`src/hw/rtl/dtt_pkg.sv`:
```
package dtt_pkg;

  localparam int unsigned ADDR_W  = 64;
  localparam int unsigned REQ_W   = 3;
  localparam int unsigned PT_W    = 3;
  localparam int unsigned PLEN_W  = 16;
  localparam int unsigned ALEN_W  = 8;
  localparam int unsigned STAT_W  = 2;
  localparam int unsigned HIDX_W  = 5;

  localparam logic [REQ_W-1:0] REQ_INSERT = 3'd0;
  localparam logic [REQ_W-1:0] REQ_REMOVE = 3'd1;
  localparam logic [REQ_W-1:0] REQ_CLEAR  = 3'd2;
  localparam logic [REQ_W-1:0] REQ_EXEC   = 3'd3;
  localparam logic [REQ_W-1:0] REQ_DATA   = 3'd4;

  localparam logic [PT_W-1:0] PT_SW     = 3'd0;
  localparam logic [PT_W-1:0] PT_HW     = 3'd1;
  localparam logic [PT_W-1:0] PT_WRITE  = 3'd2;
  localparam logic [PT_W-1:0] PT_READ   = 3'd3;
  localparam logic [PT_W-1:0] PT_ACCESS = 3'd4;

  localparam logic [STAT_W-1:0] STAT_OK      = 2'd0;
  localparam logic [STAT_W-1:0] STAT_BAD_LEN = 2'd1;
  localparam logic [STAT_W-1:0] STAT_FULL    = 2'd2;

  typedef struct packed {
    logic [PT_W-1:0]   point_type;
    logic [ADDR_W-1:0] address;
    logic [ALEN_W-1:0] access_len;
    logic              store;
  } req_t;

  typedef struct packed {
    logic same;
    logic exec_hit;
    logic data_hit;
  } match_t;

endpackage

```
`src/hw/rtl/debug_trigger_table.sv`:
```
// Debug trigger table: breakpoints and watchpoints held in a slot memory.
// Request channel (in_valid_i/in_ready_o) carries insert, remove, clear,
// execution check and data access check requests; every request gives one
// result on the out channel (out_valid_o/out_ready_i).
// The config channel writes debug_enabled; it is always ready. The user must
// write it only while the block is idle; the block itself does not enforce this.
// Requests decided without a table walk (clear, rejected length, unknown type,
// check while disabled, data check with the CPU halted or a zero access
// length) go from acceptance to the finish state and then the result register.
// Others walk the slots through the slot memory and its registered read port,
// one slot per cycle, until a hit or a matching entry ends the walk or every
// slot is read. One request is in work at a time; the next is taken in the
// cycle after the previous result is loaded into the output register, so a
// stalled receiver only blocks once a second result is ready.
// Reset empties the table (used bits clear), clears debug_enabled and
// drops any pending result. Slot contents are not cleared.
module debug_trigger_table #(
  parameter int unsigned NUM_SLOTS       = 32,
  parameter int unsigned MAX_TRIGGER_LEN = 4096
) (
  input  logic                          clk_i,
  input  logic                          rst_ni,
  input  logic                          cfg_valid_i,
  output logic                          cfg_ready_o,
  input  logic                          cfg_debug_enabled_i,
  input  logic                          in_valid_i,
  output logic                          in_ready_o,
  input  logic [dtt_pkg::REQ_W-1:0]     req_type_i,
  input  logic [dtt_pkg::PT_W-1:0]      point_type_i,
  input  logic [dtt_pkg::ADDR_W-1:0]    address_i,
  input  logic [dtt_pkg::PLEN_W-1:0]    point_len_i,
  input  logic [dtt_pkg::ALEN_W-1:0]    access_len_i,
  input  logic                          store_i,
  input  logic                          cpu_running_i,
  output logic                          out_valid_o,
  input  logic                          out_ready_i,
  output logic [dtt_pkg::STAT_W-1:0]    status_o,
  output logic                          hit_o,
  output logic [dtt_pkg::HIDX_W-1:0]    hit_index_o,
  output logic [dtt_pkg::PT_W-1:0]      hit_type_o
);

  localparam int unsigned IDX_W = (NUM_SLOTS > 1) ? $clog2(NUM_SLOTS) : 1;
  localparam int unsigned CNT_W = $clog2(NUM_SLOTS + 1);
  localparam int unsigned LEN_W = $clog2(MAX_TRIGGER_LEN + 1);

  localparam logic [1:0] ST_IDLE = 2'd0;
  localparam logic [1:0] ST_SCAN = 2'd1;
  localparam logic [1:0] ST_FIN  = 2'd2;

  logic [1:0]                   state_q, state_d;
  logic [dtt_pkg::REQ_W-1:0]    op_q;
  logic                         act_q;
  dtt_pkg::req_t                req_q;
  logic [LEN_W-1:0]             plen_q;
  logic [CNT_W-1:0]             cnt_q;
  logic                         cmp_vld_q;
  logic [IDX_W-1:0]             cmp_idx_q;
  logic                         found_q;
  logic [IDX_W-1:0]             found_idx_q;
  logic [dtt_pkg::PT_W-1:0]     found_type_q;
  logic                         free_q;
  logic [IDX_W-1:0]             free_idx_q;
  logic [dtt_pkg::STAT_W-1:0]   stat_q;
  logic [NUM_SLOTS-1:0]         used_q;
  logic                         dbg_q;
  logic                         out_vld_q;
  logic [dtt_pkg::STAT_W-1:0]   out_stat_q;
  logic                         out_hit_q;
  logic [IDX_W-1:0]             out_idx_q;
  logic [dtt_pkg::PT_W-1:0]     out_type_q;

  logic                         accept;
  logic                         type_ok;
  logic                         len_ok;
  logic                         start_scan;
  logic                         out_free;
  logic                         rd_en;
  logic                         stop;
  logic                         scan_done;
  logic                         wr_en;
  logic                         fin_hit;
  logic [dtt_pkg::STAT_W-1:0]   fin_stat;
  logic [31:0]                  idx_ext;
  logic [dtt_pkg::PT_W-1:0]     rd_type;
  logic [dtt_pkg::ADDR_W-1:0]   rd_addr;
  logic [LEN_W-1:0]             rd_len;
  dtt_pkg::req_t                req_in;
  dtt_pkg::match_t              match;

  assign cfg_ready_o = 1'b1;
  assign in_ready_o  = (state_q == ST_IDLE);
  assign accept      = in_valid_i && in_ready_o;
  assign out_free    = !out_vld_q || out_ready_i;

  assign req_in.point_type = point_type_i;
  assign req_in.address    = address_i;
  assign req_in.access_len = access_len_i;
  assign req_in.store      = store_i;

  assign type_ok = (point_type_i <= dtt_pkg::PT_ACCESS);
  assign len_ok  = (point_len_i != '0) && (32'(point_len_i) <= MAX_TRIGGER_LEN);

  always_comb begin
    start_scan = 1'b0;
    case (req_type_i)
      dtt_pkg::REQ_INSERT,
      dtt_pkg::REQ_REMOVE: start_scan = type_ok && len_ok;
      dtt_pkg::REQ_EXEC:   start_scan = dbg_q;
      dtt_pkg::REQ_DATA:   start_scan = dbg_q && cpu_running_i && (access_len_i != '0);
      default:             start_scan = 1'b0;
    endcase
  end

  assign rd_en = (state_q == ST_SCAN) && (cnt_q < CNT_W'(NUM_SLOTS)) && !stop;

  always_comb begin
    stop = 1'b0;
    if ((state_q == ST_SCAN) && cmp_vld_q) begin
      case (op_q)
        dtt_pkg::REQ_INSERT,
        dtt_pkg::REQ_REMOVE: stop = match.same;
        dtt_pkg::REQ_EXEC:   stop = match.exec_hit;
        dtt_pkg::REQ_DATA:   stop = match.data_hit;
        default:             stop = 1'b0;
      endcase
    end
  end

  assign scan_done = (cnt_q == CNT_W'(NUM_SLOTS)) && !cmp_vld_q;

  always_comb begin
    state_d = state_q;
    case (state_q)
      ST_IDLE: if (accept) state_d = start_scan ? ST_SCAN : ST_FIN;
      ST_SCAN: if (stop || scan_done) state_d = ST_FIN;
      ST_FIN:  if (out_free) state_d = ST_IDLE;
      default: state_d = ST_IDLE;
    endcase
  end

  assign fin_hit  = found_q && ((op_q == dtt_pkg::REQ_EXEC) || (op_q == dtt_pkg::REQ_DATA));
  assign fin_stat = ((op_q == dtt_pkg::REQ_INSERT) && act_q && !found_q && !free_q) ?
                    dtt_pkg::STAT_FULL : stat_q;
  assign wr_en    = (state_q == ST_FIN) && out_free && (op_q == dtt_pkg::REQ_INSERT) &&
                    act_q && !found_q && free_q;

  dtt_slot_mem #(
    .NUM_SLOTS (NUM_SLOTS),
    .LEN_W     (LEN_W),
    .IDX_W     (IDX_W)
  ) u_mem (
    .clk_i     (clk_i),
    .wr_en_i   (wr_en),
    .wr_idx_i  (free_idx_q),
    .wr_type_i (req_q.point_type),
    .wr_addr_i (req_q.address),
    .wr_len_i  (plen_q),
    .rd_en_i   (rd_en),
    .rd_idx_i  (cnt_q[IDX_W-1:0]),
    .rd_type_o (rd_type),
    .rd_addr_o (rd_addr),
    .rd_len_o  (rd_len)
  );

  dtt_match #(
    .LEN_W (LEN_W)
  ) u_match (
    .req_i   (req_q),
    .used_i  (used_q[cmp_idx_q]),
    .type_i  (rd_type),
    .addr_i  (rd_addr),
    .len_i   (rd_len),
    .match_o (match)
  );

  always_ff @(posedge clk_i or negedge rst_ni) begin
    if (!rst_ni) begin
      state_q   <= ST_IDLE;
      used_q    <= '0;
      dbg_q     <= 1'b0;
      out_vld_q <= 1'b0;
      cmp_vld_q <= 1'b0;
      cnt_q     <= '0;
      act_q     <= 1'b0;
      found_q   <= 1'b0;
      free_q    <= 1'b0;
    end else begin
      state_q   <= state_d;
      cmp_vld_q <= rd_en;
      if (cfg_valid_i) dbg_q <= cfg_debug_enabled_i;
      if ((state_q == ST_FIN) && out_free) out_vld_q <= 1'b1;
      else if (out_ready_i) out_vld_q <= 1'b0;
      if (rd_en) begin
        cnt_q     <= cnt_q + 1'b1;
        cmp_idx_q <= cnt_q[IDX_W-1:0];
      end
      case (state_q)
        ST_IDLE: begin
          if (accept) begin
            op_q    <= req_type_i;
            req_q   <= req_in;
            plen_q  <= point_len_i[LEN_W-1:0];
            cnt_q   <= '0;
            found_q <= 1'b0;
            free_q  <= 1'b0;
            act_q   <= start_scan || (req_type_i == dtt_pkg::REQ_CLEAR);
            stat_q  <= (((req_type_i == dtt_pkg::REQ_INSERT) ||
                         (req_type_i == dtt_pkg::REQ_REMOVE)) && type_ok && !len_ok) ?
                       dtt_pkg::STAT_BAD_LEN : dtt_pkg::STAT_OK;
          end
        end
        ST_SCAN: begin
          if (cmp_vld_q) begin
            if (stop) begin
              found_q      <= 1'b1;
              found_idx_q  <= cmp_idx_q;
              found_type_q <= rd_type;
            end
            if (!used_q[cmp_idx_q] && !free_q) begin
              free_q     <= 1'b1;
              free_idx_q <= cmp_idx_q;
            end
          end
        end
        ST_FIN: begin
          if (out_free) begin
            out_stat_q <= fin_stat;
            out_hit_q  <= fin_hit;
            out_idx_q  <= fin_hit ? found_idx_q : '0;
            out_type_q <= fin_hit ? found_type_q : '0;
            if (wr_en) used_q[free_idx_q] <= 1'b1;
            if ((op_q == dtt_pkg::REQ_REMOVE) && act_q && found_q) begin
              used_q[found_idx_q] <= 1'b0;
            end
            if ((op_q == dtt_pkg::REQ_CLEAR) && act_q) used_q <= '0;
          end
        end
        default: ;
      endcase
    end
  end

  assign idx_ext     = 32'(out_idx_q);
  assign out_valid_o = out_vld_q;
  assign status_o    = out_stat_q;
  assign hit_o       = out_hit_q;
  assign hit_index_o = idx_ext[dtt_pkg::HIDX_W-1:0];
  assign hit_type_o  = out_type_q;

endmodule

```
`src/hw/rtl/dtt_slot_mem.sv`:
```
module dtt_slot_mem #(
  parameter int unsigned NUM_SLOTS = 32,
  parameter int unsigned LEN_W     = 13,
  parameter int unsigned IDX_W     = 5
) (
  input  logic                            clk_i,
  input  logic                            wr_en_i,
  input  logic [IDX_W-1:0]                wr_idx_i,
  input  logic [dtt_pkg::PT_W-1:0]        wr_type_i,
  input  logic [dtt_pkg::ADDR_W-1:0]      wr_addr_i,
  input  logic [LEN_W-1:0]                wr_len_i,
  input  logic                            rd_en_i,
  input  logic [IDX_W-1:0]                rd_idx_i,
  output logic [dtt_pkg::PT_W-1:0]        rd_type_o,
  output logic [dtt_pkg::ADDR_W-1:0]      rd_addr_o,
  output logic [LEN_W-1:0]                rd_len_o
);

  logic [dtt_pkg::PT_W-1:0]   type_mem [NUM_SLOTS];
  logic [dtt_pkg::ADDR_W-1:0] addr_mem [NUM_SLOTS];
  logic [LEN_W-1:0]           len_mem  [NUM_SLOTS];

  always_ff @(posedge clk_i) begin
    if (wr_en_i) begin
      type_mem[wr_idx_i] <= wr_type_i;
      addr_mem[wr_idx_i] <= wr_addr_i;
      len_mem[wr_idx_i]  <= wr_len_i;
    end
    if (rd_en_i) begin
      rd_type_o <= type_mem[rd_idx_i];
      rd_addr_o <= addr_mem[rd_idx_i];
      rd_len_o  <= len_mem[rd_idx_i];
    end
  end

endmodule

```
`src/hw/rtl/dtt_match.sv`:
```
module dtt_match #(
  parameter int unsigned LEN_W = 13
) (
  input  dtt_pkg::req_t                   req_i,
  input  logic                            used_i,
  input  logic [dtt_pkg::PT_W-1:0]        type_i,
  input  logic [dtt_pkg::ADDR_W-1:0]      addr_i,
  input  logic [LEN_W-1:0]                len_i,
  output dtt_pkg::match_t                 match_o
);

  logic [dtt_pkg::ADDR_W:0]   req_sum;
  logic [dtt_pkg::ADDR_W:0]   ent_sum;
  logic [dtt_pkg::ADDR_W-1:0] req_end;
  logic [dtt_pkg::ADDR_W-1:0] ent_end;
  logic                       addr_eq;
  logic                       kind_ok;
  logic                       overlap;

  // range ends saturate at the top of the address space
  assign req_sum = {1'b0, req_i.address} + (dtt_pkg::ADDR_W+1)'(req_i.access_len);
  assign ent_sum = {1'b0, addr_i} + (dtt_pkg::ADDR_W+1)'(len_i);
  assign req_end = req_sum[dtt_pkg::ADDR_W] ? '1 : req_sum[dtt_pkg::ADDR_W-1:0];
  assign ent_end = ent_sum[dtt_pkg::ADDR_W] ? '1 : ent_sum[dtt_pkg::ADDR_W-1:0];

  assign addr_eq = (addr_i == req_i.address);
  assign kind_ok = (type_i == dtt_pkg::PT_ACCESS) ||
                   (req_i.store && (type_i == dtt_pkg::PT_WRITE)) ||
                   (!req_i.store && (type_i == dtt_pkg::PT_READ));
  assign overlap = (req_i.address < ent_end) && (addr_i < req_end);

  assign match_o.same     = used_i && (type_i == req_i.point_type) && addr_eq;
  assign match_o.exec_hit = used_i && addr_eq &&
                            ((type_i == dtt_pkg::PT_SW) || (type_i == dtt_pkg::PT_HW));
  assign match_o.data_hit = used_i && kind_ok && overlap;

endmodule

```
`config.mk`:
```
export PLATFORM = sky130hd
export DESIGN_NAME = debug_trigger_table
export DESIGN_NICKNAME = d
export VERILOG_FILES = /design/src/hw/rtl/dtt_pkg.sv /design/src/hw/rtl/debug_trigger_table.sv /design/src/hw/rtl/dtt_slot_mem.sv /design/src/hw/rtl/dtt_match.sv
export SDC_FILE = /design/constraint.sdc
export NUM_CORES = 2
export LEC_CHECK = 0
export CAP_MARGIN = 10
export CELL_PAD_IN_SITES_DETAIL_PLACEMENT = 0
export CELL_PAD_IN_SITES_GLOBAL_PLACEMENT = 1
export CORE_ASPECT_RATIO = 1.2
export CORE_MARGIN = 5
export CORE_UTILIZATION = 45
export DETAILED_ROUTE_END_ITERATION = 8
export DONT_BUFFER_PORTS = 1
export GPL_ROUTABILITY_DRIVEN = 0
export PLACE_DENSITY = 0.65
export SLEW_MARGIN = 5
export SYNTH_ARGS = -nofsm -noshare
export SYNTH_HDL_FRONTEND = slang
export SYNTH_SLANG_ARGS = --single-unit
```
`constraint.sdc`:
```
create_clock -name clk_i -period 23.6 [get_ports clk_i]
set_input_delay 1.18 -clock clk_i [delete_from_list [all_inputs] [get_ports clk_i]]
set_output_delay 1.18 -clock clk_i [all_outputs]
set_load 0.05 [all_outputs]
```
==> flow_summary.yaml <==
status:
  status: "complete, no violations"
synth:
  synth-simple-area-share_pct: 3.30
  synth_compound_area_share_pct: 1.49
  syn_inst: 5309
  seq_area_frac_synth_pct: 74.4
  synth_mux_area_share_pct: 16.9
  synth_top_area_cell: "edfxtp_1"
  syn_area_mm2: 0.113
  netlist.area_leader.share_pct: 73.3
  synthAdderAreaFrac_pct: 1.68
  ys_ff_latch: 2808
  synthFlopType: "edfxtp_1"
  synth_edf_count: 2762
  ys_async_sr_fraction_pct: 1.64
  ys_warn_count: 0
  synth_top_family_by_area: "multiplexers"
  ys_types: 79
  synth_xor_area_share_pct: 1.32
  synthTopCellsByArea: "edfxtp_1 73%, mux4_2 16%, ha_1 1.6%, dfrtp_1 1.0%, nor2_1 0.79%"
  syn_nets: 5562
  postSynthAreaPerCell_um2: 21.3
power_and_ir_drop:
  p_comb_share_pct: 0
  clkPwrFrac_pct: 45.9
  switchingPower_w: 0.00193
  peakVddDrop_uv: 80.0
  powerDensity_mw_per_mm2: 78.2
  p_seq_share_pct: 54.0
  leakagePower_nw: 41.5
  total_power_w: 0.00998
  p_int_w: 0.00805
  netSwitchingFraction_pct: 19.3
timing:
  setup_violations: 0
  maxSlewViolCount: 0
  finalHoldViolCount: 0
  final.setup_skew_ns: 0.0540
  max_slew_margin_pct: 16.9
  fmax_mhz: 129
  period_share_pct: 32.7
  worst_slew_pin_slew_ns: 1.24
  post-route-min-period_ns: 7.73
  rsz0062_at_grt: "false"
  setup_tns_ns: 0
setup_path:
  crit_path_start_kind: "flop"
  cp.arrival_ns: 8.18
  crit_fanout: 77
  required_ns: 24.06
  regToRegSetupSlack_ns: 15.87
  endpoint_kind: "flop"
  worstSetupPathType: "reg -> reg"
routing:
  dr.pass1.iters: 5
  ant_nets: 0
  top_layer: "met4"
  vias: 56213
  totalWireLength_um: 311000
  wl_per_cell_um: 34.0
  drtIter0Drc: 6249
  m1WireLength_um: 124000
  route.met3.wl_um: 19500
  vias_per_cell: 6.15
  drc: 0
  wl_met2_um: 159000
floorplanning:
  die_h_um: 559
  fp-row-count: 201
  io_pins: 116
  start_util_pct: 45.2
  die-area_mm2: 0.261
  core_region_area_mm2: 0.250
  fp.dieW_um: 468
flow_run:
  cap_violations: 0
clock_tree:
  cts_tree: "built"
  path_clk_slew_ns: 0.06
  post_cts_resized: 0
  cts_buffers: 292
  cts_root_buf: "clkbuf_16"
  clock-sinks: 2808
  htreeDepth: 5
  insertion_delay_ns: 0.88
  cts_buffer_depth: 4
grt:
  grt_max_degree: 148
  grt_pass1_wl_um: 438000
  grt_pass1_vias: 57258
  grt_antenna_before_repair: 25
  grt_overflow: 0
  grt_usage_pct: 23.5
final_layout:
  syn_to_final_growth_pct: 12.8
  fin_nets: 5805
  drive_above_1_share_pct: 26.7
worst_hold_path:
  min_path_type: "in -> async"
placed_design:
  dp_hpwl_um: 169000
  io_buffers: 0
[power by group through the flow]
stage	Clock (W)	Combinational [W]	Sequential, W
after global placement	0	0.00000229	0.00550
final	0.00459	0.00000473	0.00539
after CTS	0.00467	0.00000486	0.00539
after floorplan	0	0.00000162	0.00550
after detailed placement	0	0.00000230	0.00550
after global routing	0.00489	0.00000521	0.00539
[final timing paths]
kind / from / to / cells past startpoint
hold / removal: rst_ni / dbg_q / 1
hold reg to reg: used_q[16] / used_q[16] / 1
setup reg to reg: u_mem.rd_addr_o[33] / u_mem.rd_addr_o[33] / 18
min in group clk_i: req_type_i[0] / op_q[0] / 0
setup / recovery: u_mem.rd_addr_o[33] / u_mem.rd_addr_o[33] / 18
max in group asynchronous: rst_ni / used_q[13] / 1
[cells by family (layout without fill, tap and decap cells)]
family	after synthesis	count (layout)
DFF	2808	2808
muxes	894	894
and+or+nand+nor	743	743
buffers and inverters	273	742
AOI/OAI and AO/OA	269	269
xor gates and xnor gates	170	170
adders and majority gates	151	151
other	1	9
[metal layers]
layer  GRT usage [%]  up-vias
met5               0        -
met4            6.00        0
met3            3.19      486
met2            40.0     2289
met1            32.4    30602
li1                -    22836
[what timing repair did]
action                                 CTS  global route
hold buffers                             1             0
buffers inserted                         0             0
endpoints found under the hold margin   46             0
[worst max-delay path, cell delays in order, from the launching register on]
cell and delay (ns):
edfxtp_1 0.48, and4_1 0.30, nand4_1 0.22, nor3_2 0.30, and4_1 0.32, nand4_1 0.38
nor4_1 0.62, and4_2 1.18, nor2_1 0.13, ha_1 0.36, nand4_1 0.15, nor4_1 0.85
nand4_1 0.23, nor2_1 0.16, a21oi_1 0.05, nand4_1 0.16, a311oi_2 0.12, nor2_4 0.28
buf_4 0.90
[sequential cells by signal, indices dropped and copies added, names as in the netlist, 2 cells and up]
| register | cells |
|---|---|
| u_mem.addr_mem | 2048 |
| u_mem.len_mem | 416 |
| u_mem.type_mem | 96 |
| req_q | 76 |
| u_mem.rd_addr_o | 64 |
| used_q | 32 |
| plen_q | 13 |
| u_mem.rd_len_o | 13 |
| cnt_q | 6 |
| cmp_idx_q | 5 |
| found_idx_q | 5 |
| free_idx_q | 5 |
| hit_index_o | 5 |
| found_type_q | 3 |
| hit_type_o | 3 |
| op_q | 3 |
| u_mem.rd_type_o | 3 |
| state_q | 2 |
| status_o | 2 |
[per-stage QoR]
stage | instance area, um2 | utilization, % | setup WS [ns] | cells | hold slack [ns]
2_1_floorplan | 113000 | - | 14.97 | 5309 | 0.423
3_3_place_gp | 118000 | 47.2 | 16.07 | 8606 | 0.478
3_5_place_dp | 118000 | 47.2 | 16.01 | 8606 | 0.485
4_1_cts | 128000 | 51.0 | 15.99 | 9127 | 0.123
5_1_grt | 128000 | 51.0 | 15.40 | 9133 | 0.136
6_report | 128000 | 51.0 | 15.87 | 9135 | 0.158
[cells in the mapped netlist (all sizes together), types with 11 or more instances]
library cell  number
edfxtp          2762
mux4             806
nor2             239
clkbuf           169
ha               149
nand2            139
xnor2            102
a21oi             92
nand3             83
mux2              73
nand4             72
xor2              68
buf               67
o21ai             67
dfrtp             46
nor3              41
inv               36
nor4              33
and3              31
a21o              22
and4              17
mux2i             15
nand3b            12
o21a              12
or3               11
[layout make-up]
cell class | instances | area, um2
Antenna cell | 8 | 20.0
Clock buffer | 353 | 7680
Clock inverter | 167 | 1770
Fill cell | 19856 | 122000
Inverter | 37 | 140
Multi-Input combinational cell | 2228 | 28200
Sequential cell | 2808 | 84100
Tap cell | 3349 | 4190
Timing Repair Buffer | 185 | 1470
[cells in the final DEF, fill, tap and decap left out, types with 22 or more instances in the layout]
cell | synthesis | routed
edfxtp_1 | 2762 | 2762
mux4_2 | 806 | 806
clkbuf_16 | 0 | 296
nor2_1 | 239 | 204
buf_4 | 2 | 179
ha_1 | 149 | 149
nand2_1 | 139 | 139
xnor2_1 | 102 | 102
a21oi_1 | 92 | 92
nand3_1 | 81 | 81
mux2_2 | 73 | 73
nand4_1 | 72 | 72
xor2_1 | 68 | 68
o21ai_0 | 65 | 65
clkinv_1 | 0 | 58
clkbuf_1 | 169 | 51
clkinv_2 | 1 | 47
dfrtp_1 | 46 | 41
nor3_1 | 39 | 39
inv_1 | 36 | 36
nor2_4 | 0 | 35
and3_1 | 30 | 30
nor4_1 | 31 | 30
bufinv_16 | 0 | 29
a21o_1 | 22 | 22
(Power assumes the default switching activity.)
